--- config.mk ---
export PLATFORM = sky130hd
export DESIGN_NAME = multitouch_slot_event_encoder_unit
export DESIGN_NICKNAME = d
export VERILOG_FILES = /design/src/rtl/mtse_pkg.sv /design/src/rtl/mtse_clamp.sv /design/src/rtl/mtse_slot_table.sv /design/src/rtl/multitouch_slot_event_encoder_unit.sv
export SDC_FILE = /design/constraint.sdc
export NUM_CORES = 1
export LEC_CHECK = 0
export BUFFER_PORTS_ARGS = -buffer_cell sky130_fd_sc_hd__buf_2
export CAP_MARGIN = 20
export CORE_MARGIN = 3
export CORE_UTILIZATION = 45
export CTS_CLUSTER_SIZE = 28
export DETAILED_ROUTE_END_ITERATION = 16
export PLACE_DENSITY = 0.67
export SLEW_MARGIN = 10
export SYNTH_ARGS = -nofsm -noshare
export SYNTH_HDL_FRONTEND = slang
export SYNTH_SLANG_ARGS = --single-unit
--- constraint.sdc ---
create_clock -name clk -period 6.6 [get_ports clk]
set_clock_uncertainty 0.2 [all_clocks]
set_input_delay 0.33 -clock clk [delete_from_list [all_inputs] [get_ports clk]]
set_output_delay 0.33 -clock clk [all_outputs]
set_load 0.01 [all_outputs]
--- src/rtl/mtse_pkg.sv ---
// Shared types and constants of the multi-touch slot event encoder.
`default_nettype none

package mtse_pkg;

    // Default number of contact slots
    localparam int SLOT_COUNT_DEF = 10;
    // Most events one request may produce
    localparam int MAX_RESULTS = 32;

    // Configuration reset values
    localparam logic [15:0] AXIS_LIMIT_RST  = 16'd32767;
    localparam logic [7:0]  PRESSURE_RST    = 8'd50;
    localparam logic [15:0] TRACK_FIRST_RST = 16'd100;
    localparam logic [15:0] TRACK_LAST_RST  = 16'd60000;

    // Event types
    localparam logic [1:0] EVT_SYN = 2'd0;
    localparam logic [1:0] EVT_KEY = 2'd1;
    localparam logic [1:0] EVT_ABS = 2'd3;

    // Event codes
    localparam logic [8:0] C_SYN_REPORT = 9'h000;
    localparam logic [8:0] C_ABS_X      = 9'h000;
    localparam logic [8:0] C_ABS_Y      = 9'h001;
    localparam logic [8:0] C_MT_SLOT    = 9'h02f;
    localparam logic [8:0] C_MT_POS_X   = 9'h035;
    localparam logic [8:0] C_MT_POS_Y   = 9'h036;
    localparam logic [8:0] C_MT_TRACK   = 9'h039;
    localparam logic [8:0] C_MT_PRESS   = 9'h03a;
    localparam logic [8:0] C_BTN_TOUCH  = 9'h14a;
    localparam logic [8:0] C_BTN_FINGER = 9'h145;

    // Tracking id release value
    localparam logic [16:0] VAL_RELEASE = 17'h1ffff;

    // Command codes
    typedef enum logic [1:0] {
        MODE_DOWN   = 2'd0,
        MODE_MOVE   = 2'd1,
        MODE_UP     = 2'd2,
        MODE_CANCEL = 2'd3
    } mode_t;

    // Configuration register indexes
    typedef enum logic [1:0] {
        REG_AXIS_LIMIT  = 2'd0,
        REG_PRESSURE    = 2'd1,
        REG_TRACK_FIRST = 2'd2,
        REG_TRACK_LAST  = 2'd3
    } cfg_reg_t;

    // Event steps of one report sequence
    typedef enum logic [9:0] {
        ST_SLOT  = 10'b0000000001,
        ST_TRACK = 10'b0000000010,
        ST_POSX  = 10'b0000000100,
        ST_POSY  = 10'b0000001000,
        ST_PRESS = 10'b0000010000,
        ST_ABSX  = 10'b0000100000,
        ST_ABSY  = 10'b0001000000,
        ST_BTN_T = 10'b0010000000,
        ST_BTN_F = 10'b0100000000,
        ST_SYN   = 10'b1000000000
    } step_t;

    // Slot table update command
    typedef struct packed {
        logic activate;
        logic deactivate;
    } slot_cmd_t;

endpackage

`default_nettype wire

--- src/rtl/mtse_clamp.sv ---
// Shared coordinate clamp unit: limits a signed coordinate to 0..limit.
`default_nettype none

module mtse_clamp (
    input  wire logic signed [16:0] raw,
    input  wire logic [15:0]        limit,
    output logic [15:0]             clamped
);

    // Negative gives zero, above limit gives limit
    always_comb
    begin
        if (raw[16])
        begin
            clamped = 16'd0;
        end
        else if (raw[15:0] > limit)
        begin
            clamped = limit;
        end
        else
        begin
            clamped = raw[15:0];
        end
    end

endmodule

`default_nettype wire

--- src/rtl/mtse_slot_table.sv ---
// Per-slot contact state, tracking id counter and contact count.
`default_nettype none

module mtse_slot_table #(
    parameter int SLOT_COUNT = mtse_pkg::SLOT_COUNT_DEF,
    parameter int SLOT_W     = (SLOT_COUNT > 1) ? $clog2(SLOT_COUNT) : 1
) (
    input  wire logic                clk,
    input  wire logic                rst_n,
    input  wire mtse_pkg::slot_cmd_t cmd,
    input  wire logic [SLOT_W-1:0]   idx,
    input  wire logic [15:0]         tracking_first,
    input  wire logic [15:0]         tracking_last,
    output logic [SLOT_COUNT-1:0]    active,
    output logic [15:0]              rd_id,
    output logic [15:0]              next_id,
    output logic [3:0]               count
);

    import mtse_pkg::*;

    logic [SLOT_COUNT-1:0] active_reg;
    logic [SLOT_COUNT-1:0] active_next;
    logic [15:0]           id_reg [SLOT_COUNT];
    logic [15:0]           next_id_reg;
    logic [15:0]           next_id_next;
    logic [3:0]            count_reg;
    logic [3:0]            count_next;
    logic [16:0]           id_sum;

    assign id_sum = {1'b0, next_id_reg} + 17'd1;

    // Apply activate or release to the addressed slot
    always_comb
    begin
        active_next  = active_reg;
        next_id_next = next_id_reg;
        count_next   = count_reg;
        if (cmd.activate)
        begin
            active_next[idx] = 1'b1;
            count_next       = count_reg + 4'd1;
            if (id_sum > {1'b0, tracking_last})
            begin
                next_id_next = tracking_first;
            end
            else
            begin
                next_id_next = id_sum[15:0];
            end
        end
        else if (cmd.deactivate)
        begin
            active_next[idx] = 1'b0;
            if (count_reg != 4'd0)
            begin
                count_next = count_reg - 4'd1;
            end
        end
    end

    // Hold control state
    always_ff @(posedge clk or negedge rst_n)
    begin
        if (!rst_n)
        begin
            active_reg  <= '0;
            next_id_reg <= TRACK_FIRST_RST;
            count_reg   <= 4'd0;
        end
        else
        begin
            active_reg  <= active_next;
            next_id_reg <= next_id_next;
            count_reg   <= count_next;
        end
    end

    // Store the id issued to a new contact
    always_ff @(posedge clk)
    begin
        if (cmd.activate)
        begin
            id_reg[idx] <= next_id_reg;
        end
    end

    assign active  = active_reg;
    assign rd_id   = id_reg[idx];
    assign next_id = next_id_reg;
    assign count   = count_reg;

endmodule

`default_nettype wire

--- src/rtl/multitouch_slot_event_encoder_unit.sv ---
// Multi-touch slot event encoder: sequencer, output register and configuration.
// A request is clamped (X, then Y) and decoded, then its events leave
// one per cycle from the output register while out_stall is low.
// A cancel request walks the slot table in a scan state, emitting a release report
// for each active slot; no new request is taken until the sequencer is idle again.
// Reset clears active slots, contact count, output valid and sets config defaults.
`default_nettype none

module multitouch_slot_event_encoder_unit #(
    parameter int SLOT_COUNT = mtse_pkg::SLOT_COUNT_DEF
) (
    input  wire logic               clk,
    input  wire logic               rst_n,
    input  wire logic               in_valid,
    output logic                    in_stall,
    input  wire logic [1:0]         mode,
    input  wire logic [3:0]         slot,
    input  wire logic signed [16:0] x_pos,
    input  wire logic signed [16:0] y_pos,
    output logic                    out_valid,
    input  wire logic               out_stall,
    output logic [1:0]              ev_type,
    output logic [8:0]              ev_code,
    output logic signed [16:0]      ev_value,
    output logic                    last,
    input  wire logic               cfg_we,
    input  wire logic [1:0]         cfg_index,
    input  wire logic [15:0]        cfg_data
);

    import mtse_pkg::*;

    localparam int SLOT_W = (SLOT_COUNT > 1) ? $clog2(SLOT_COUNT) : 1;
    localparam int CNT_W  = $clog2(MAX_RESULTS + 1);

    typedef enum logic [5:0] {
        S_IDLE    = 6'b000001,
        S_CLAMP_X = 6'b000010,
        S_CLAMP_Y = 6'b000100,
        S_DECIDE  = 6'b001000,
        S_SCAN    = 6'b010000,
        S_EMIT    = 6'b100000
    } state_t;

    // Configuration registers
    logic [15:0] axis_limit_reg;
    logic [7:0]  pressure_reg;
    logic [15:0] track_first_reg;
    logic [15:0] track_last_reg;

    // Sequencer registers
    state_t             state_reg, state_next;
    mode_t              mode_reg, mode_next;
    logic [3:0]         slot_reg, slot_next;
    logic signed [16:0] x_reg, x_next;
    logic signed [16:0] y_reg, y_next;
    logic [15:0]        cx_reg, cx_next;
    logic [15:0]        cy_reg, cy_next;
    logic [15:0]        track_reg, track_next;
    step_t              step_reg, step_next;
    logic               prim_reg, prim_next;
    logic               btn_reg, btn_next;
    logic               lift_reg, lift_next;
    logic [CNT_W-1:0]   emitted_reg, emitted_next;

    // Output register
    logic               out_valid_reg, out_valid_next;
    logic [1:0]         type_reg, type_next;
    logic [8:0]         code_reg, code_next;
    logic [16:0]        value_reg, value_next;
    logic               last_reg, last_next;

    // Slot table
    slot_cmd_t             tbl_cmd;
    logic [SLOT_W-1:0]     tbl_idx;
    logic [SLOT_COUNT-1:0] tbl_active;
    logic [15:0]           tbl_id;
    logic [15:0]           tbl_next_id;
    logic [3:0]            tbl_count;

    // Shared clamp unit
    logic signed [16:0] clamp_raw;
    logic [15:0]        clamp_out;

    // Event decode
    logic [1:0]  ev_t;
    logic [8:0]  ev_c;
    logic [16:0] ev_v;
    logic        ev_last;
    step_t       step_nx;
    logic        more_above;
    logic        dropping;
    logic        out_free;
    logic        slot_ok;
    logic        cur_active;
    logic [3:0]  cnt_inc;
    logic [3:0]  cnt_dec;
    logic        is_cancel;

    mtse_slot_table #(
        .SLOT_COUNT (SLOT_COUNT),
        .SLOT_W     (SLOT_W)
    ) u_table (
        .clk            (clk),
        .rst_n          (rst_n),
        .cmd            (tbl_cmd),
        .idx            (tbl_idx),
        .tracking_first (track_first_reg),
        .tracking_last  (track_last_reg),
        .active         (tbl_active),
        .rd_id          (tbl_id),
        .next_id        (tbl_next_id),
        .count          (tbl_count)
    );

    assign clamp_raw = state_reg == S_CLAMP_X ? x_reg : y_reg;

    mtse_clamp u_clamp (
        .raw     (clamp_raw),
        .limit   (axis_limit_reg),
        .clamped (clamp_out)
    );

    assign tbl_idx    = slot_reg[SLOT_W-1:0];
    assign slot_ok    = slot_reg < 4'(SLOT_COUNT);
    assign cur_active = tbl_active[tbl_idx];
    assign cnt_inc    = tbl_count + 4'd1;
    assign cnt_dec    = (tbl_count != 4'd0) ? tbl_count - 4'd1 : tbl_count;
    assign is_cancel  = mode_reg == MODE_CANCEL;
    assign dropping   = emitted_reg == CNT_W'(MAX_RESULTS);
    assign out_free   = !out_valid_reg || !out_stall;

    // Detect active slots above the current one
    always_comb
    begin
        more_above = 1'b0;
        for (int i = 0; i < SLOT_COUNT; i++)
        begin
            if (tbl_active[i] && (4'(i) > slot_reg))
            begin
                more_above = 1'b1;
            end
        end
    end

    // Decode the current step into an event and pick the following step
    always_comb
    begin
        ev_t    = EVT_ABS;
        ev_c    = C_SYN_REPORT;
        ev_v    = 17'd0;
        step_nx = ST_SYN;
        unique case (step_reg)
            ST_SLOT:
            begin
                ev_c    = C_MT_SLOT;
                ev_v    = {13'd0, slot_reg};
                step_nx = (mode_reg == MODE_MOVE) ? ST_POSX : ST_TRACK;
            end
            ST_TRACK:
            begin
                ev_c = C_MT_TRACK;
                ev_v = lift_reg ? VAL_RELEASE : {1'b0, track_reg};
                if (!lift_reg)
                begin
                    step_nx = ST_POSX;
                end
                else
                begin
                    step_nx = btn_reg ? ST_BTN_T : ST_SYN;
                end
            end
            ST_POSX:
            begin
                ev_c    = C_MT_POS_X;
                ev_v    = {1'b0, cx_reg};
                step_nx = ST_POSY;
            end
            ST_POSY:
            begin
                ev_c    = C_MT_POS_Y;
                ev_v    = {1'b0, cy_reg};
                step_nx = ST_PRESS;
            end
            ST_PRESS:
            begin
                ev_c = C_MT_PRESS;
                ev_v = {9'd0, pressure_reg};
                if (prim_reg)
                begin
                    step_nx = ST_ABSX;
                end
                else
                begin
                    step_nx = btn_reg ? ST_BTN_T : ST_SYN;
                end
            end
            ST_ABSX:
            begin
                ev_c    = C_ABS_X;
                ev_v    = {1'b0, cx_reg};
                step_nx = ST_ABSY;
            end
            ST_ABSY:
            begin
                ev_c    = C_ABS_Y;
                ev_v    = {1'b0, cy_reg};
                step_nx = btn_reg ? ST_BTN_T : ST_SYN;
            end
            ST_BTN_T:
            begin
                ev_t    = EVT_KEY;
                ev_c    = C_BTN_TOUCH;
                ev_v    = {16'd0, ~lift_reg};
                step_nx = ST_BTN_F;
            end
            ST_BTN_F:
            begin
                ev_t    = EVT_KEY;
                ev_c    = C_BTN_FINGER;
                ev_v    = {16'd0, ~lift_reg};
                step_nx = ST_SYN;
            end
            default:
            begin
                ev_t    = EVT_SYN;
                ev_c    = C_SYN_REPORT;
                ev_v    = 17'd0;
                step_nx = ST_SYN;
            end
        endcase
    end

    // Mark the final event of the request
    always_comb
    begin
        if (!is_cancel)
        begin
            ev_last = step_reg == ST_SYN;
        end
        else
        begin
            ev_last = ((step_reg == ST_SYN) && !more_above)
                   || (emitted_reg == CNT_W'(MAX_RESULTS - 1));
        end
    end

    // Sequencer
    always_comb
    begin
        state_next     = state_reg;
        mode_next      = mode_reg;
        slot_next      = slot_reg;
        x_next         = x_reg;
        y_next         = y_reg;
        cx_next        = cx_reg;
        cy_next        = cy_reg;
        track_next     = track_reg;
        step_next      = step_reg;
        prim_next      = prim_reg;
        btn_next       = btn_reg;
        lift_next      = lift_reg;
        emitted_next   = emitted_reg;
        type_next      = type_reg;
        code_next      = code_reg;
        value_next     = value_reg;
        last_next      = last_reg;
        tbl_cmd        = '0;
        out_valid_next = out_valid_reg && out_stall;

        unique case (state_reg)
            S_IDLE:
            begin
                if (in_valid)
                begin
                    mode_next  = mode_t'(mode);
                    slot_next  = slot;
                    x_next     = x_pos;
                    y_next     = y_pos;
                    state_next = S_CLAMP_X;
                end
            end
            S_CLAMP_X:
            begin
                cx_next    = clamp_out;
                state_next = S_CLAMP_Y;
            end
            S_CLAMP_Y:
            begin
                cy_next    = clamp_out;
                state_next = S_DECIDE;
            end
            S_DECIDE:
            begin
                emitted_next = '0;
                step_next    = ST_SLOT;
                state_next   = S_IDLE;
                priority if (is_cancel)
                begin
                    slot_next  = 4'd0;
                    state_next = S_SCAN;
                end
                else if (!slot_ok)
                begin
                    state_next = S_IDLE;
                end
                else if (mode_reg == MODE_DOWN)
                begin
                    lift_next  = 1'b0;
                    state_next = S_EMIT;
                    if (cur_active)
                    begin
                        track_next = tbl_id;
                        prim_next  = (slot_reg == 4'd0) || (tbl_count == 4'd1);
                        btn_next   = tbl_count == 4'd1;
                    end
                    else
                    begin
                        tbl_cmd.activate = 1'b1;
                        track_next       = tbl_next_id;
                        prim_next        = (slot_reg == 4'd0) || (cnt_inc == 4'd1);
                        btn_next         = cnt_inc == 4'd1;
                    end
                end
                else if (cur_active)
                begin
                    if (mode_reg == MODE_MOVE)
                    begin
                        lift_next = 1'b0;
                        prim_next = (slot_reg == 4'd0) || (tbl_count == 4'd1);
                        btn_next  = 1'b0;
                    end
                    else
                    begin
                        tbl_cmd.deactivate = 1'b1;
                        lift_next          = 1'b1;
                        prim_next          = 1'b0;
                        btn_next           = cnt_dec == 4'd0;
                    end
                    state_next = S_EMIT;
                end
            end
            S_SCAN:
            begin
                priority if (slot_reg == 4'(SLOT_COUNT))
                begin
                    state_next = S_IDLE;
                end
                else if (cur_active)
                begin
                    tbl_cmd.deactivate = 1'b1;
                    lift_next          = 1'b1;
                    prim_next          = 1'b0;
                    btn_next           = cnt_dec == 4'd0;
                    step_next          = ST_SLOT;
                    state_next         = S_EMIT;
                end
                else
                begin
                    slot_next = slot_reg + 4'd1;
                end
            end
            S_EMIT:
            begin
                // Advance when the output register frees up, or drop past the limit
                if (dropping || out_free)
                begin
                    if (!dropping)
                    begin
                        out_valid_next = 1'b1;
                        type_next      = ev_t;
                        code_next      = ev_c;
                        value_next     = ev_v;
                        last_next      = ev_last;
                        emitted_next   = emitted_reg + CNT_W'(1);
                    end
                    if (step_reg == ST_SYN)
                    begin
                        if (is_cancel)
                        begin
                            slot_next  = slot_reg + 4'd1;
                            state_next = S_SCAN;
                        end
                        else
                        begin
                            state_next = S_IDLE;
                        end
                    end
                    else
                    begin
                        step_next = step_nx;
                    end
                end
            end
            default:
            begin
                state_next = S_IDLE;
            end
        endcase
    end

    // Hold control state
    always_ff @(posedge clk or negedge rst_n)
    begin
        if (!rst_n)
        begin
            state_reg     <= S_IDLE;
            out_valid_reg <= 1'b0;
        end
        else
        begin
            state_reg     <= state_next;
            out_valid_reg <= out_valid_next;
        end
    end

    // Hold request and event payload
    always_ff @(posedge clk)
    begin
        mode_reg    <= mode_next;
        slot_reg    <= slot_next;
        x_reg       <= x_next;
        y_reg       <= y_next;
        cx_reg      <= cx_next;
        cy_reg      <= cy_next;
        track_reg   <= track_next;
        step_reg    <= step_next;
        prim_reg    <= prim_next;
        btn_reg     <= btn_next;
        lift_reg    <= lift_next;
        emitted_reg <= emitted_next;
        type_reg    <= type_next;
        code_reg    <= code_next;
        value_reg   <= value_next;
        last_reg    <= last_next;
    end

    // Write configuration registers
    always_ff @(posedge clk or negedge rst_n)
    begin
        if (!rst_n)
        begin
            axis_limit_reg  <= AXIS_LIMIT_RST;
            pressure_reg    <= PRESSURE_RST;
            track_first_reg <= TRACK_FIRST_RST;
            track_last_reg  <= TRACK_LAST_RST;
        end
        else if (cfg_we)
        begin
            unique case (cfg_reg_t'(cfg_index))
                REG_AXIS_LIMIT:  axis_limit_reg  <= cfg_data;
                REG_PRESSURE:    pressure_reg    <= cfg_data[7:0];
                REG_TRACK_FIRST: track_first_reg <= cfg_data;
                REG_TRACK_LAST:  track_last_reg  <= cfg_data;
                default:         axis_limit_reg  <= axis_limit_reg;
            endcase
        end
    end

    assign in_stall  = state_reg != S_IDLE;
    assign out_valid = out_valid_reg;
    assign ev_type   = type_reg;
    assign ev_code   = code_reg;
    assign ev_value  = value_reg;
    assign last      = last_reg;

    // Contact count tracks the number of active slots
    a_count_matches: assert property (@(posedge clk) disable iff (!rst_n)
        $countones(tbl_active) == int'(tbl_count))
        else $error("contact count does not match active slots");

    // Event counter never passes the result limit
    a_emitted_bound: assert property (@(posedge clk) disable iff (!rst_n)
        state_reg == S_EMIT |-> emitted_reg <= CNT_W'(MAX_RESULTS))
        else $error("event counter beyond result limit");

    // Slot scan runs only for a cancel request
    a_scan_cancel: assert property (@(posedge clk) disable iff (!rst_n)
        state_reg == S_SCAN |-> mode_reg == MODE_CANCEL)
        else $error("slot scan outside cancel");

    // A new request, taken only with the sequencer idle, starts the clamp step
    a_accept_idle: assert property (@(posedge clk) disable iff (!rst_n)
        (in_valid && !in_stall) |=> state_reg == S_CLAMP_X)
        else $error("accepted request did not start clamping");

endmodule

`default_nettype wire
Word level (Yosys, flattened, before mapping)
Memories as Yosys holds them, arrays and structs flattened. A register that Yosys moved wholly into a read port is not among the register bits.
Index checks and enable logic that the tools add are counted.
W data, S select, Z words.
- register bits after elaboration: 213
- memory bits (writable): 160
- bits of input ports: 63
- output and inout port bits: 31
- word-level logic and storage cells: 240
- memories: 1
- add/sub/neg operators: 5
- magnitude comparators: 15
- eq/ne operators: 41
- multiplexer cells: 101
- bitwise gates (word level): 6
- reduce and logical (&&, ||, !) cells: 47
- memories (name ; depth ; bits a word ; read ports ; clocked after memory_dff ; wr ports ; line ; text):
    u_table.id_reg ; 10 ; 16 ; 1 ; 1 ; 1 ; mtse_slot_table.sv:24 ; logic [15:0] id_reg [SLOT_COUNT];
- operators with widths (cell ; number):
    $pmux W17 S6 ; 1
    $mux W10 ; 9
    $pmux W10 S8 ; 1
    $pmux W9 S8 ; 1
    $mux W6 ; 11
    $mux W1 ; 48
    $mux W16 ; 3
    $mux W4 ; 10
    $pmux W6 S6 ; 1
    $mux W17 ; 2
    $pmux W10 S3 ; 1
    $ne A2 B2 Y1 const B ; 12
    $add A16 B1 Y17 const B ; 1
    $gt A17 B16 Y1 ; 1
    $gt A16 B16 Y1 ; 1
    $gt A3 B4 Y1 const A ; 4
    $pmux W4 S4 ; 1
    $logic_and A1 B1 Y1 ; 13
    $eq A6 B5 Y1 const B ; 2
    $eq A6 B6 Y1 const B ; 2
    $pmux W6 S2 ; 1
    $and A10 B10 Y10 ; 1
    $eq A10 B1 Y1 const B ; 1
    $eq A10 B10 Y1 const B ; 1
    other kinds (52) ; 86

Depth between registers and ports, before layout
Gate-level depths: netlist of run 1.
- depth in word-level cells: 16
- depth in mapped cells: 16
- depth with buffers taken out: 12

Cells and area by module
A second synthesis of run 1 with hierarchy kept.
- cells, all modules: 1320
- area total of the unflattened synthesis: 18021.0 um^2
- by module, submodules not included (module ; times used ; cells each ; area an instance (um^2) ; sequential area each (um^2)):
    multitouch_slot_event_encoder_unit ; 1 ; 645 ; 8585.7 ; 5636.7
    mtse_slot_table ; 1 ; 537 ; 8330.5 ; 5559.1
    mtse_clamp ; 1 ; 138 ; 1104.8 ; 0.0

Worst setup path after synthesis of run 1
No wires, ideal clock.
- path type: register to register
- start: register state_reg[3]
- end: register cx_reg[12] (data pin)
- library setup time: 272 ps
- data arrival time: 3900 ps
- required time: 6128 ps
- slack: 2227 ps
- stages on the path, launching flop included: 16
- buffers on the path: 4
- period minus slack after synthesis: 4373 ps
- path through: dfrtp_1 -> clkbuf_1 -> nor3_1 -> nand2b_1 -> or3b_2 -> clkbuf_1 -> mux2_2 -> ha_1 -> nor2b_1 -> o211ai_1 -> a21oi_1 -> o311ai_1 -> and2_1 -> clkbuf_1 -> clkbuf_1 -> o31ai_1
- word-level cells in the longest chain between the ends: 5
- RTL lines (item ; line ; text):
    start, declared ; multitouch_slot_event_encoder_unit.sv:52 ; state_t state_reg, state_next;
    start signal, assigned ; multitouch_slot_event_encoder_unit.sv:412 ; state_reg <= state_next;
    $eq A6 B2 Y1 * ; multitouch_slot_event_encoder_unit.sv:116 ; assign clamp_raw = state_reg == S_CLAMP_X ? x_reg : y_reg;
    $mux W17 * ; multitouch_slot_event_encoder_unit.sv:116 ;
    $gt A16 B16 Y1 ; mtse_clamp.sv:17 ; else if (raw[15:0] > limit)
    $mux W16 ; mtse_clamp.sv:17 ;
    $mux W16 * ; mtse_clamp.sv:13 ; if (raw[16])
    named net clamp_out[12] ; multitouch_slot_event_encoder_unit.sv:83 ; logic [15:0] clamp_out;
    end signal, assigned ; multitouch_slot_event_encoder_unit.sv:424 ; cx_reg <= cx_next;
    end, declared ; multitouch_slot_event_encoder_unit.sv:57 ; logic [15:0] cx_reg, cx_next;
The timed path passes the listed nets; every way through them passes the cells marked *.
A chain may end at the register's enable or synchronous reset.

Worst setup path in the final report of run 1
- start: register u_table.next_id_reg[3] (netlist: u_table.next_id[3])
- end: register u_table.next_id_reg[4] (netlist: u_table.next_id[4])
- word-level cells in the longest chain between the ends: 3
- RTL lines (item ; line ; text):
    start, declared ; mtse_slot_table.sv:25 ; logic [15:0] next_id_reg;
    start signal, assigned ; mtse_slot_table.sv:74 ; next_id_reg <= next_id_next;
    $add A16 B1 Y17 * ; mtse_slot_table.sv:31 ; assign id_sum = {1'b0, next_id_reg} + 17'd1;
    $gt A17 B16 Y1 ; mtse_slot_table.sv:43 ; if (id_sum > {1'b0, tracking_last})
    $mux W16 * ; mtse_slot_table.sv:43 ;
Every way passes the cells marked *; elsewhere a longest branch is shown, timed or not.

==> results of run 1 <==
[cell families (layout without fill, tap and decap cells)]
group	count (synthesis)	after routing
adders and majority gates	43	43
other	1	1
AOI/OAI and AO/OA	227	227
xor gates and xnor gates	30	30
DFF	387	387
buffers and inverters	121	301
and+or+nand+nor	419	419
muxes	112	112
[critical path: cells and delay by family (launching register included)]
kind	cells	cell delay (ns)
adder cells (fa/ha/maj)	1	0.33
XOR/XNOR	1	0.11
AO/OA/AOI/OAI	2	0.42
AND/OR/NAND/NOR	7	2.78
flip-flops	1	0.73
[what timing repair did]
action | CTS | global route
hold buffers | 59 | 0
setup buffers | 0 | 0
hold endpoints to repair | 126 | 0
[cell usage after synthesis (16+ instances only)]
cell type,number
and3_1,23
ha_1,43
dfstp_2,32
mux2i_1,20
inv_1,48
o21ai_0,93
nand3_1,41
o211ai_1,16
nor2_1,50
nand4_1,23
nor3_1,22
edfxtp_1,294
mux2_2,58
nand2_1,179
a21oi_1,28
xnor2_1,16
dfrtp_1,61
o31ai_1,18
mux4_2,34
clkbuf_1,54
[power breakdown]
part           internal, uW  switching [uW]  total [uW]  leakage (uW)
clock network          1360             941        2300      0.000652
logic                   577             918        1490       0.00323
registers              2910             156        3070       0.00375
total                  4850            2010        6870       0.00764
[metrics by stage]
stage                     power, uW  cells  setup slack (ns)  utilization
after floorplan                4070   1340              2.23            -
after CTS                      6890   2028              1.68        0.540
after global placement         4520   1893              1.79        0.489
after detailed placement       4560   1894              1.71        0.489
after global routing           7170   2031              1.41        0.541
final                          6870   2031              1.88        0.541
[how the worst min path moves through the flow]
stage | start | to | slack (ns) | cells after the start
global route | rst_n | track_last_reg[10]$_DFFE_PN0P_ | 0.06 | 2
floorplan | rst_n | async pin | -0.17 | 0
finish | rst_n | track_last_reg[10]$_DFFE_PN0P_ | 0.04 | 2
detailed placement | rst_n | track_last_reg[10]$_DFFE_PN0P_ | 0.07 | 1
global placement | rst_n | track_first_reg[10]$_DFFE_PN0P_ | 0.07 | 1
CTS | rst_n | u_table.next_id[15]$_DFFE_PN0P_ | 0.03 | 2
[area by class of cell]
cell class,count,area [sq um]
fill,3130,17500
multi-input combinational,832,5980
timing repair buffer,177,1270
clock buffer,52,1080
tap,511,639
clock inverter,23,262
inverter,49,184
sequential,387,11200
[placed cells by master, fill, tap and decap left out, types with 8 or more instances in the layout]
cell type / instances
inv_1: 48
xnor2_1: 16
nand2_1: 179
buf_4: 25
nor3b_1: 9
mux4_2: 34
or3_1: 8
buf_2: 91
a32oi_1: 14
clkbuf_16: 41
mux2i_1: 20
a31oi_1: 8
clkinv_1: 9
clkbuf_1: 10
dlygate4sd3_1: 59
and2_1: 8
o211ai_1: 16
nand2b_1: 9
xor2_1: 14
and3_1: 23
nand4_1: 23
nor3_1: 21
nor2b_1: 14
mux2_2: 58
o31ai_1: 17
nand3_1: 41
edfxtp_1: 294
nor2_1: 50
o21ai_0: 93
dfstp_2: 32
dfrtp_1: 61
ha_1: 43
a21oi_1: 28
[routing by layer]
layer / routed length (um) / share of wire / GRT usage
met1: 17800 / 0.42 / 0.278
met2: 20400 / 0.48 / 0.338
met3: 2940 / 0.069 / 0.0425
met4: 1200 / 0.028 / 0.0580
met5: 0 / 0 / 0
==> results.py, run 1 <==
metrics = {
    "worst_setup_path": {
        "cp_max_fo": 17,
        "r2r_end": "u_table.next_id[4]$_DFFE_PN0P_",
        "endpoint_kind": "flop",
        "crit_type": "reg2reg",
        "critical_path.max_stage_delay_ns": 0.76,
        "reg2reg_depth": 11,
        "crit_required_ns": 6.79,
        "startpoint": "u_table.next_id[3]$_DFFE_PN0P_",
        "crit_arrival_ns": 4.91,
        "cp-endpoint": "u_table.next_id[4]$_DFFE_PN0P_",
        "worstPathCellList": "nand4_1 > nor3_1 > and3_1 > xor2_1 > ha_1 > nand3_1 > nor4_1 > nand4_1 > o31a_1 > nor2_1 > o211ai_1",
        "cp_common_cell": "nand4_1",
        "rrSetupSlack_ns": 1.88,
        "crit_path_start_kind": "flop",
        "crit_slowest_cell": "nor2_1",
        "r2r-start": "u_table.next_id[3]$_DFFE_PN0P_",
    },
    "sta": {
        "setup_viol": 0,
        "period_minus_slack_ns": 4.72,
        "fin_crit_sh": 0.716,
        "final_hold_viol_count": 0,
        "relSlewSlack": 0.272,
        "fmax_ghz": 0.212,
        "whs_ns": 0.0414,
        "rsz0062_at_grt": "no",
        "worst_pin_slew_ns": 1.09,
        "slew_violations": 0,
        "setup_tns_ns": 0,
    },
    "logic_synthesis": {
        "synth-main-ff-cell": "edfxtp_1",
        "netlist_area_sq_um": 17600,
        "yosys_warnings": 0,
        "synth_compound_area_frac": 0.0839,
        "synth.distinct_cells": 71,
        "synth_simple_gate_area_share": 0.116,
        "syn-num-nets": 1446,
        "ys_top_cells_by_area": "edfxtp_1, dfrtp_1, dfstp_2",
        "synth_top_family_by_area": "simple AND/OR/NAND/NOR gates",
        "netlist_instances": 1340,
        "synth_edf_count": 294,
        "yosysTopAreaCell": "edfxtp_1",
        "ys_seq_area_frac": 0.635,
        "synth_top_area_frac": 0.501,
        "synth_seq_cells": 387,
        "synthArstFlopShare": 0.240,
        "synthXorXnorAreaFrac": 0.0149,
        "synthAdderAreaFrac": 0.0305,
        "synth_mux_area_frac": 0.0919,
        "syn_avg_cell_area_sq_um": 13.2,
    },
    "cts": {
        "cts.sinks": 387,
        "cts_root_buf": "clkbuf_16",
        "cts_max_level": 2,
        "ctsResizeCount": 0,
        "cts_tree": "yes",
        "cts_max_path_buffers": 3,
        "clk_pin_slew_worst_paths_ns": 0.06,
        "cts_made_buffers": 41,
        "insertion_delay_ns": 0.55,
    },
    "grt": {
        "grt_max_degree": 67,
        "grt_pass1_vias": 11700,
        "grt_pass1_wl_um": 66400,
        "gr-usage-all-layers": 0.205,
        "grt-ovfl-total": 0,
        "antenna_found_initial": 0,
    },
    "power_and_ir_drop": {
        "powerDensity_nw_per_um2": 333,
        "ir_worst_vdd_v": 0.000298,
        "p_leak_uw": 0.00764,
    },
    "flow_run": {
        "maxCapViolations": 0,
    },
    "finish": {
        "fin_area_sq_um": 20600,
        "nNetsFinal": 1594,
        "largest_reg_flops": 160,
        "layout-drive-gt1-share": 0.206,
        "diodes": 0,
        "area_delta_synth_final_pct": 17.0,
    },
    "floorplanning": {
        "io_pins": 94,
        "die_y_um": 204,
        "fp.dieW_um": 204,
        "dieArea_sq_um": 41600,
        "coreArea_sq_um": 38100,
        "start_util": 0.462,
        "rows": 71,
    },
    "routing": {
        "drt-initial-drc-count": 1005,
        "avgRoutedWirePerCell_um": 20.8,
        "via_per_inst": 5.77,
        "drc": 0,
        "wl_um": 42300,
        "dr_total_vias": 11700,
        "antenna_left": 0,
        "first_pass_iters": 5,
    },
    "placement": {
        "dpl.hpwl_um": 28000,
        "port_buffers": 92,
        "gp_congestion": 0.863,
        "post_dp_cell_area_sq_um": 18600,
    },
    "outcome": {
        "status": "finished clean",
    },
    "min_path": {
        "hold_class": "in2async",
    },
}
(Power assumes the default switching activity.)
==> inputs of run 2 (changes only) <==
Settings changed: ABC_AREA set to 1.
Clock period 6.6 ns to 4.75 ns, I/O delays scaled along.
==> results.py, run 2 <==
metrics = {
    "outcome": {
        "status": "finished clean",
    },
    "cts": {
        "hold_buffers": 58,
        "cts_made_buffers": 40,
        "cts_tree": "yes",
        "clk_pin_slew_worst_paths_ns": 0.06,
        "ctsResizeCount": 0,
        "cts_max_level": 2,
        "cts_root_buf": "clkbuf_16",
        "cts.sinks": 387,
        "insertion_delay_ns": 0.53,
        "cts_setup_buffers": 0,
        "cts_max_path_buffers": 3,
    },
    "grt": {
        "antenna_found_initial": 0,
        "grt-ovfl-total": 0,
        "gr-usage-all-layers": 0.216,
        "grt_pass1_wl_um": 70000,
        "grt_max_degree": 69,
        "grt_pass1_vias": 12500,
    },
    "sta": {
        "setup_viol": 0,
        "fmax_ghz": 0.243,
        "slew_violations": 0,
        "worst_pin_slew_ns": 1.07,
        "setup_tns_ns": 0,
        "fin_crit_sh": 0.866,
        "final_hold_viol_count": 0,
        "rsz0062_at_grt": "no",
        "relSlewSlack": 0.285,
        "period_minus_slack_ns": 4.11,
        "whs_ns": 0.000277,
    },
    "routing": {
        "avgRoutedWirePerCell_um": 19.0,
        "first_pass_iters": 7,
        "drc": 0,
        "dr_total_vias": 13000,
        "via_per_inst": 5.45,
        "wl_um": 45400,
        "antenna_left": 0,
        "drt-initial-drc-count": 1192,
    },
    "worst_setup_path": {
        "crit_path_start_kind": "flop",
        "crit_arrival_ns": 4.18,
        "endpoint_kind": "flop",
        "crit_type": "reg2reg",
        "startpoint": "state_reg[5]$_DFFE_PN0P_",
        "crit_required_ns": 4.82,
        "cp_max_fo": 17,
        "r2r-start": "state_reg[5]$_DFFE_PN0P_",
    },
    "power_and_ir_drop": {
        "combPwrFrac": 0.218,
        "switching_share": 0.307,
        "p_clk_frac": 0.329,
        "p_sw_uw": 2860,
        "pwr-share-seq": 0.453,
        "ir_worst_vdd_v": 0.000317,
        "powerDensity_nw_per_um2": 457,
        "p_leak_uw": 0.00880,
        "internal_power_uw": 6460,
        "finalPower_uw": 9330,
    },
    "logic_synthesis": {
        "synth.most_common_cell": "nand2_1",
        "synth_edf_count": 294,
        "synth_mux_area_frac": 0.000570,
        "yosys_warnings": 0,
        "synthAdderAreaFrac": 0.0306,
        "synth_simple_gate_area_share": 0.175,
        "netlist_instances": 1693,
        "synthXorXnorAreaFrac": 0.00748,
        "synth_top_cells_by_count": "nand2_1, edfxtp_1, nor2_1, o21ai_0, inv_1",
        "synth_compound_area_frac": 0.0930,
        "synth-main-ff-cell": "edfxtp_1",
        "synth_seq_cells": 387,
        "ys_seq_area_frac": 0.638,
        "syn_avg_cell_area_sq_um": 10.4,
        "synthArstFlopShare": 0.240,
        "ys_top_cells_by_area": "edfxtp_1, dfrtp_1, nand2_1",
        "netlist_area_sq_um": 17600,
        "synth_top_family_by_area": "simple AND/OR/NAND/NOR gates",
        "synth.distinct_cells": 50,
        "yosysTopAreaCell": "edfxtp_1",
        "syn-num-nets": 1799,
        "synth_top_area_frac": 0.503,
    },
    "placement": {
        "dpl.cell_count": 2255,
        "dpl.hpwl_um": 30300,
        "port_buffers": 92,
        "gp_congestion": 0.860,
    },
    "finish": {
        "final_common_cell": "nand2_1",
        "largest_reg_flops": 160,
        "final_cells": 2387,
        "finish.utilization": 0.537,
        "layout_common_cells": "nand2_1, edfxtp_1, nor2_1, o21ai_0, inv_1",
        "area_delta_synth_final_pct": 16.3,
        "nNetsFinal": 1953,
        "diodes": 0,
        "layout-drive-gt1-share": 0.122,
    },
    "floorplanning": {
        "rows": 71,
        "coreArea_sq_um": 38000,
        "io_pins": 94,
        "fp.dieW_um": 204,
        "die_y_um": 204,
        "dieArea_sq_um": 41400,
        "start_util": 0.462,
    },
    "flow_run": {
        "maxCapViolations": 0,
    },
    "min_path": {
        "hold_class": "in2reg",
        "hp-start": "in_valid",
    },
}
-- run 2: metal layers --
layer	global-route usage	vias to the layer above	wire length (um)
met4	0.0651	0	1140
met2	0.358	465	22100
met1	0.302	6360	19500
li1	-	6109	-
met5	0	-	0
met3	0.0235	80	2610
-- run 2: area by class of cell --
cell class / instances / area, sq um
Fill cell: 3373 / 17600
Clock buffer: 54 / 1080
Inverter: 179 / 682
Multi-Input combinational cell: 1067 / 5390
Clock inverter: 17 / 185
Timing Repair Buffer: 172 / 1230
Tap cell: 511 / 639
Sequential cell: 387 / 11200
-- run 2: path summary, 6_finish.rpt --
kind	slack (ns)	to	cells past startpoint
hold reg to reg	0.28	track_first_reg[11]$_DFFE_PN0P_	2
setup reg to reg	0.64	cy_reg[10]$_DFFE_PP_	16
max in group asynchronous	3.16	track_last_reg[13]$_DFFE_PN1P_	3
min in group asynchronous	0.09	async pin	2
hold / removal	0.0003	mode_reg[1]$_DFFE_PP_	3
setup / recovery	0.64	cy_reg[10]$_DFFE_PP_	16
-- run 2: critical path: stages (launching register included) --
cell	delay (ns)
dfrtp_1	0.40
nor2_1	0.29
nand3_1	0.36
inv_1	0.52
nand2_1	0.11
nand2_1	0.11
ha_1	0.25
a21oi_1	0.14
nor2_1	0.06
nor3_1	0.13
nand2_1	0.07
nand2_1	0.05
nand2_1	0.05
nand2_1	0.37
inv_1	0.40
nor2_1	0.20
nor2_1	0.11
-- run 2: power groups by stage --
stage / sequential, uW / combinational [uW] / clock, uW
final: 4220 / 2030 / 3070
after global routing: 4240 / 2280 / 3270
after CTS: 4220 / 2010 / 3130
after detailed placement: 4280 / 1960 / 0
after global placement: 4280 / 1910 / 0
after floorplan: 4190 / 1370 / 0
-- run 2: cell families (layout without fill, tap and decap cells) --
family	count (synthesis)	in the layout
and+or+nand+nor	710	710
adders and majority gates	43	43
DFF	387	387
AOI/OAI and AO/OA	297	297
other	1	1
xor gates and xnor gates	15	15
muxes	1	1
buffers and inverters	239	422
-- run 2: through the flow --
step | area, sq um | worst slack, ns
finish | 20400 | 0.638
global placement | 18500 | 0.814
CTS | 20400 | 0.738
floorplan | 17600 | 1.62
global route | 20400 | 0.327
detailed placement | 18500 | 0.770
==> inputs of run 3 (changes only) <==
--- a/config.mk
+++ b/config.mk
@@ -15,3 +15,3 @@
 export PLACE_DENSITY = 0.67
-export SLEW_MARGIN = 10
+export SLEW_MARGIN = 20
 export SYNTH_ARGS = -nofsm -noshare
==> constraint.sdc (replaced) <==
create_clock -name clk -period 5.2 [get_ports clk]
set_clock_uncertainty 0.2 [all_clocks]
set_input_delay 0.26 -clock clk [delete_from_list [all_inputs] [get_ports clk]]
set_output_delay 0.26 -clock clk [all_outputs]
set_load 0.005 [all_outputs]
==> results.py, run 3 (same netlist as run 2, synthesis figures left out) <==
metrics = {
    "cts": {
        "clk_pin_slew_worst_paths_ns": 0.06,
        "ctsResizeCount": 0,
        "cts_setup_buffers": 0,
        "cts_made_buffers": 41,
        "cts.sinks": 387,
        "hold_buffers": 59,
        "cts_root_buf": "clkbuf_16",
        "cts_tree": "yes",
        "cts_max_level": 2,
        "cts_max_path_buffers": 3,
        "insertion_delay_ns": 0.54,
    },
    "finish": {
        "nFillCells": 3335,
        "fin_area_sq_um": 20500,
        "final_common_cell": "nand2_1",
        "area_delta_synth_final_pct": 16.9,
        "layout-drive-gt1-share": 0.126,
        "diodes": 0,
        "layout_common_cells": "nand2_1, edfxtp_1, nor2_1, o21ai_0, inv_1",
        "largest_reg_flops": 160,
        "finish.utilization": 0.540,
        "final_cells": 2383,
        "nNetsFinal": 1945,
    },
    "floorplanning": {
        "dieArea_sq_um": 41400,
        "start_util": 0.462,
        "fp.dieW_um": 204,
        "coreArea_sq_um": 38000,
        "io_pins": 94,
        "rows": 71,
        "die_y_um": 204,
    },
    "flow_run": {
        "maxCapViolations": 0,
    },
    "worst_setup_path": {
        "cp_top_family": "simple AND/OR/NAND/NOR gates",
        "endpoint_kind": "flop",
        "rrSetupSlack_ns": 1.03,
        "r2r_end": "u_table.next_id[0]$_DFFE_PN0P_",
        "worstPathCellList": "inv_1 > nor3_2 > nand3_1 > nor2_1 > xnor2_1 > inv_1 > ha_1 > nand2_1 > nor2_1 > nand4_1 > nor2_1 > nand4_2 > nand2_4 > nand2_1 > nand2_1 > nand2_1 > nand2_1",
        "crit_slowest_cell": "dfstp_2",
        "crit_arrival_ns": 4.45,
        "crit_type": "reg2reg",
        "cp_common_cell": "nand2_1",
        "critical_path.max_stage_delay_ns": 0.70,
        "cp_max_fo": 17,
        "critPathBufInv": 2,
        "r2r-start": "u_table.next_id[2]$_DFFE_PN1P_",
        "reg2reg_depth": 17,
        "crit_required_ns": 5.48,
        "crit_path_start_kind": "flop",
    },
    "grt": {
        "grt_max_degree": 82,
        "antenna_found_initial": 0,
        "grt_pass1_vias": 12600,
        "grt_pass1_wl_um": 70700,
        "grt-ovfl-total": 0,
        "gr-usage-all-layers": 0.218,
    },
    "placement": {
        "dpl.cell_count": 2247,
        "post_dp_cell_area_sq_um": 18500,
        "dpl.hpwl_um": 30400,
        "gp_congestion": 0.925,
        "port_buffers": 92,
    },
    "power_and_ir_drop": {
        "combPwrFrac": 0.214,
        "p_leak_uw": 0.00883,
        "powerDensity_nw_per_um2": 429,
        "p_sw_uw": 2670,
        "switching_share": 0.304,
        "pwr-share-seq": 0.436,
        "p_clk_frac": 0.350,
        "internal_power_uw": 6130,
        "ir_worst_vdd_v": 0.000236,
    },
    "sta": {
        "rsz0062_at_grt": "no",
        "worst_pin_slew_ns": 0.935,
        "period_minus_slack_ns": 4.17,
        "relSlewSlack": 0.371,
        "final_hold_viol_count": 0,
        "fin_crit_sh": 0.803,
        "whs_ns": 0.000149,
        "fmax_ghz": 0.240,
        "setup_viol": 0,
        "slew_violations": 0,
        "setup_tns_ns": 0,
    },
    "routing": {
        "antenna_left": 0,
        "drt-initial-drc-count": 1289,
        "avgRoutedWirePerCell_um": 19.0,
        "via_per_inst": 5.38,
        "drc": 0,
        "wl_um": 45200,
        "first_pass_iters": 5,
        "dr_total_vias": 12800,
    },
    "min_path": {
        "hold_end": "mode_reg[0]$_DFFE_PP_",
        "hp-start": "in_valid",
        "hold_depth": 3,
        "hold_class": "in2reg",
    },
    "outcome": {
        "status": "finished clean",
    },
}
## run 3: power groups by stage
stage	Clock, uW	Combinational [uW]	Sequential, uW
6_report	3080	1880	3840
5_1_grt	3260	2110	3860
4_1_cts	3130	1850	3840
3_5_place_dp	0	1810	3900
3_3_place_gp	0	1780	3900
2_1_floorplan	0	1250	3830
## run 3: final cells by class
class	instances	area, sq um	share of cell area
multi-input combinational	1067	5410	0.264
tap	511	639	0.0311
sequential	387	11200	0.545
timing repair buffer	163	1160	0.0565
clock inverter	22	272	0.0132
inverter	179	682	0.0332
clock buffer	54	1170	0.0569
## run 3: worst reg2reg max path, delay by kind of cell (launching register included)
kind	cells	cell delay, ns
fa+ha+maj	1	0.28
xor+xnor	1	0.24
flops	1	0.70
buf+inv	2	0.18
simple gates	13	2.54
## run 3: layer usage
| metal | up-vias | routed length [um] | global-route usage |
|---|---|---|---|
| li1 | 6109 | - | - |
| met1 | 6152 | 19900 | 0.310 |
| met2 | 495 | 21200 | 0.354 |
| met3 | 74 | 2940 | 0.0305 |
| met4 | 0 | 1140 | 0.0634 |
| met5 | - | 0 | 0 |
## run 3: worst max-delay path by stage
stage	to	slack, ns	cells after the start	startpoint
6_report	u_table.next_id[0]$_DFFE_PN0P_	1.03	17	u_table.next_id[2]$_DFFE_PN1P_
5_1_grt	u_table.next_id[1]$_DFFE_PN0P_	0.70	16	u_table.next_id[2]$_DFFE_PN1P_
4_1_cts	u_table.next_id[3]$_DFFE_PN0P_	1.13	16	u_table.next_id[2]$_DFFE_PN1P_
3_5_place_dp	u_table.next_id[3]$_DFFE_PN0P_	1.16	16	u_table.next_id[2]$_DFFE_PN1P_
3_3_place_gp	u_table.next_id[9]$_DFFE_PN0P_	1.23	16	u_table.next_id[2]$_DFFE_PN1P_
2_1_floorplan	cx_reg[0]$_DFFE_PP_	2.07	18	state_reg[5]$_DFFE_PN0P_
## run 3: metrics by stage
step,power (uW),setup WS (ns)
after floorplan,5080,2.07
after global placement,5680,1.23
after detailed placement,5700,1.16
after CTS,8820,1.13
after global routing,9230,0.698
final,8800,1.03
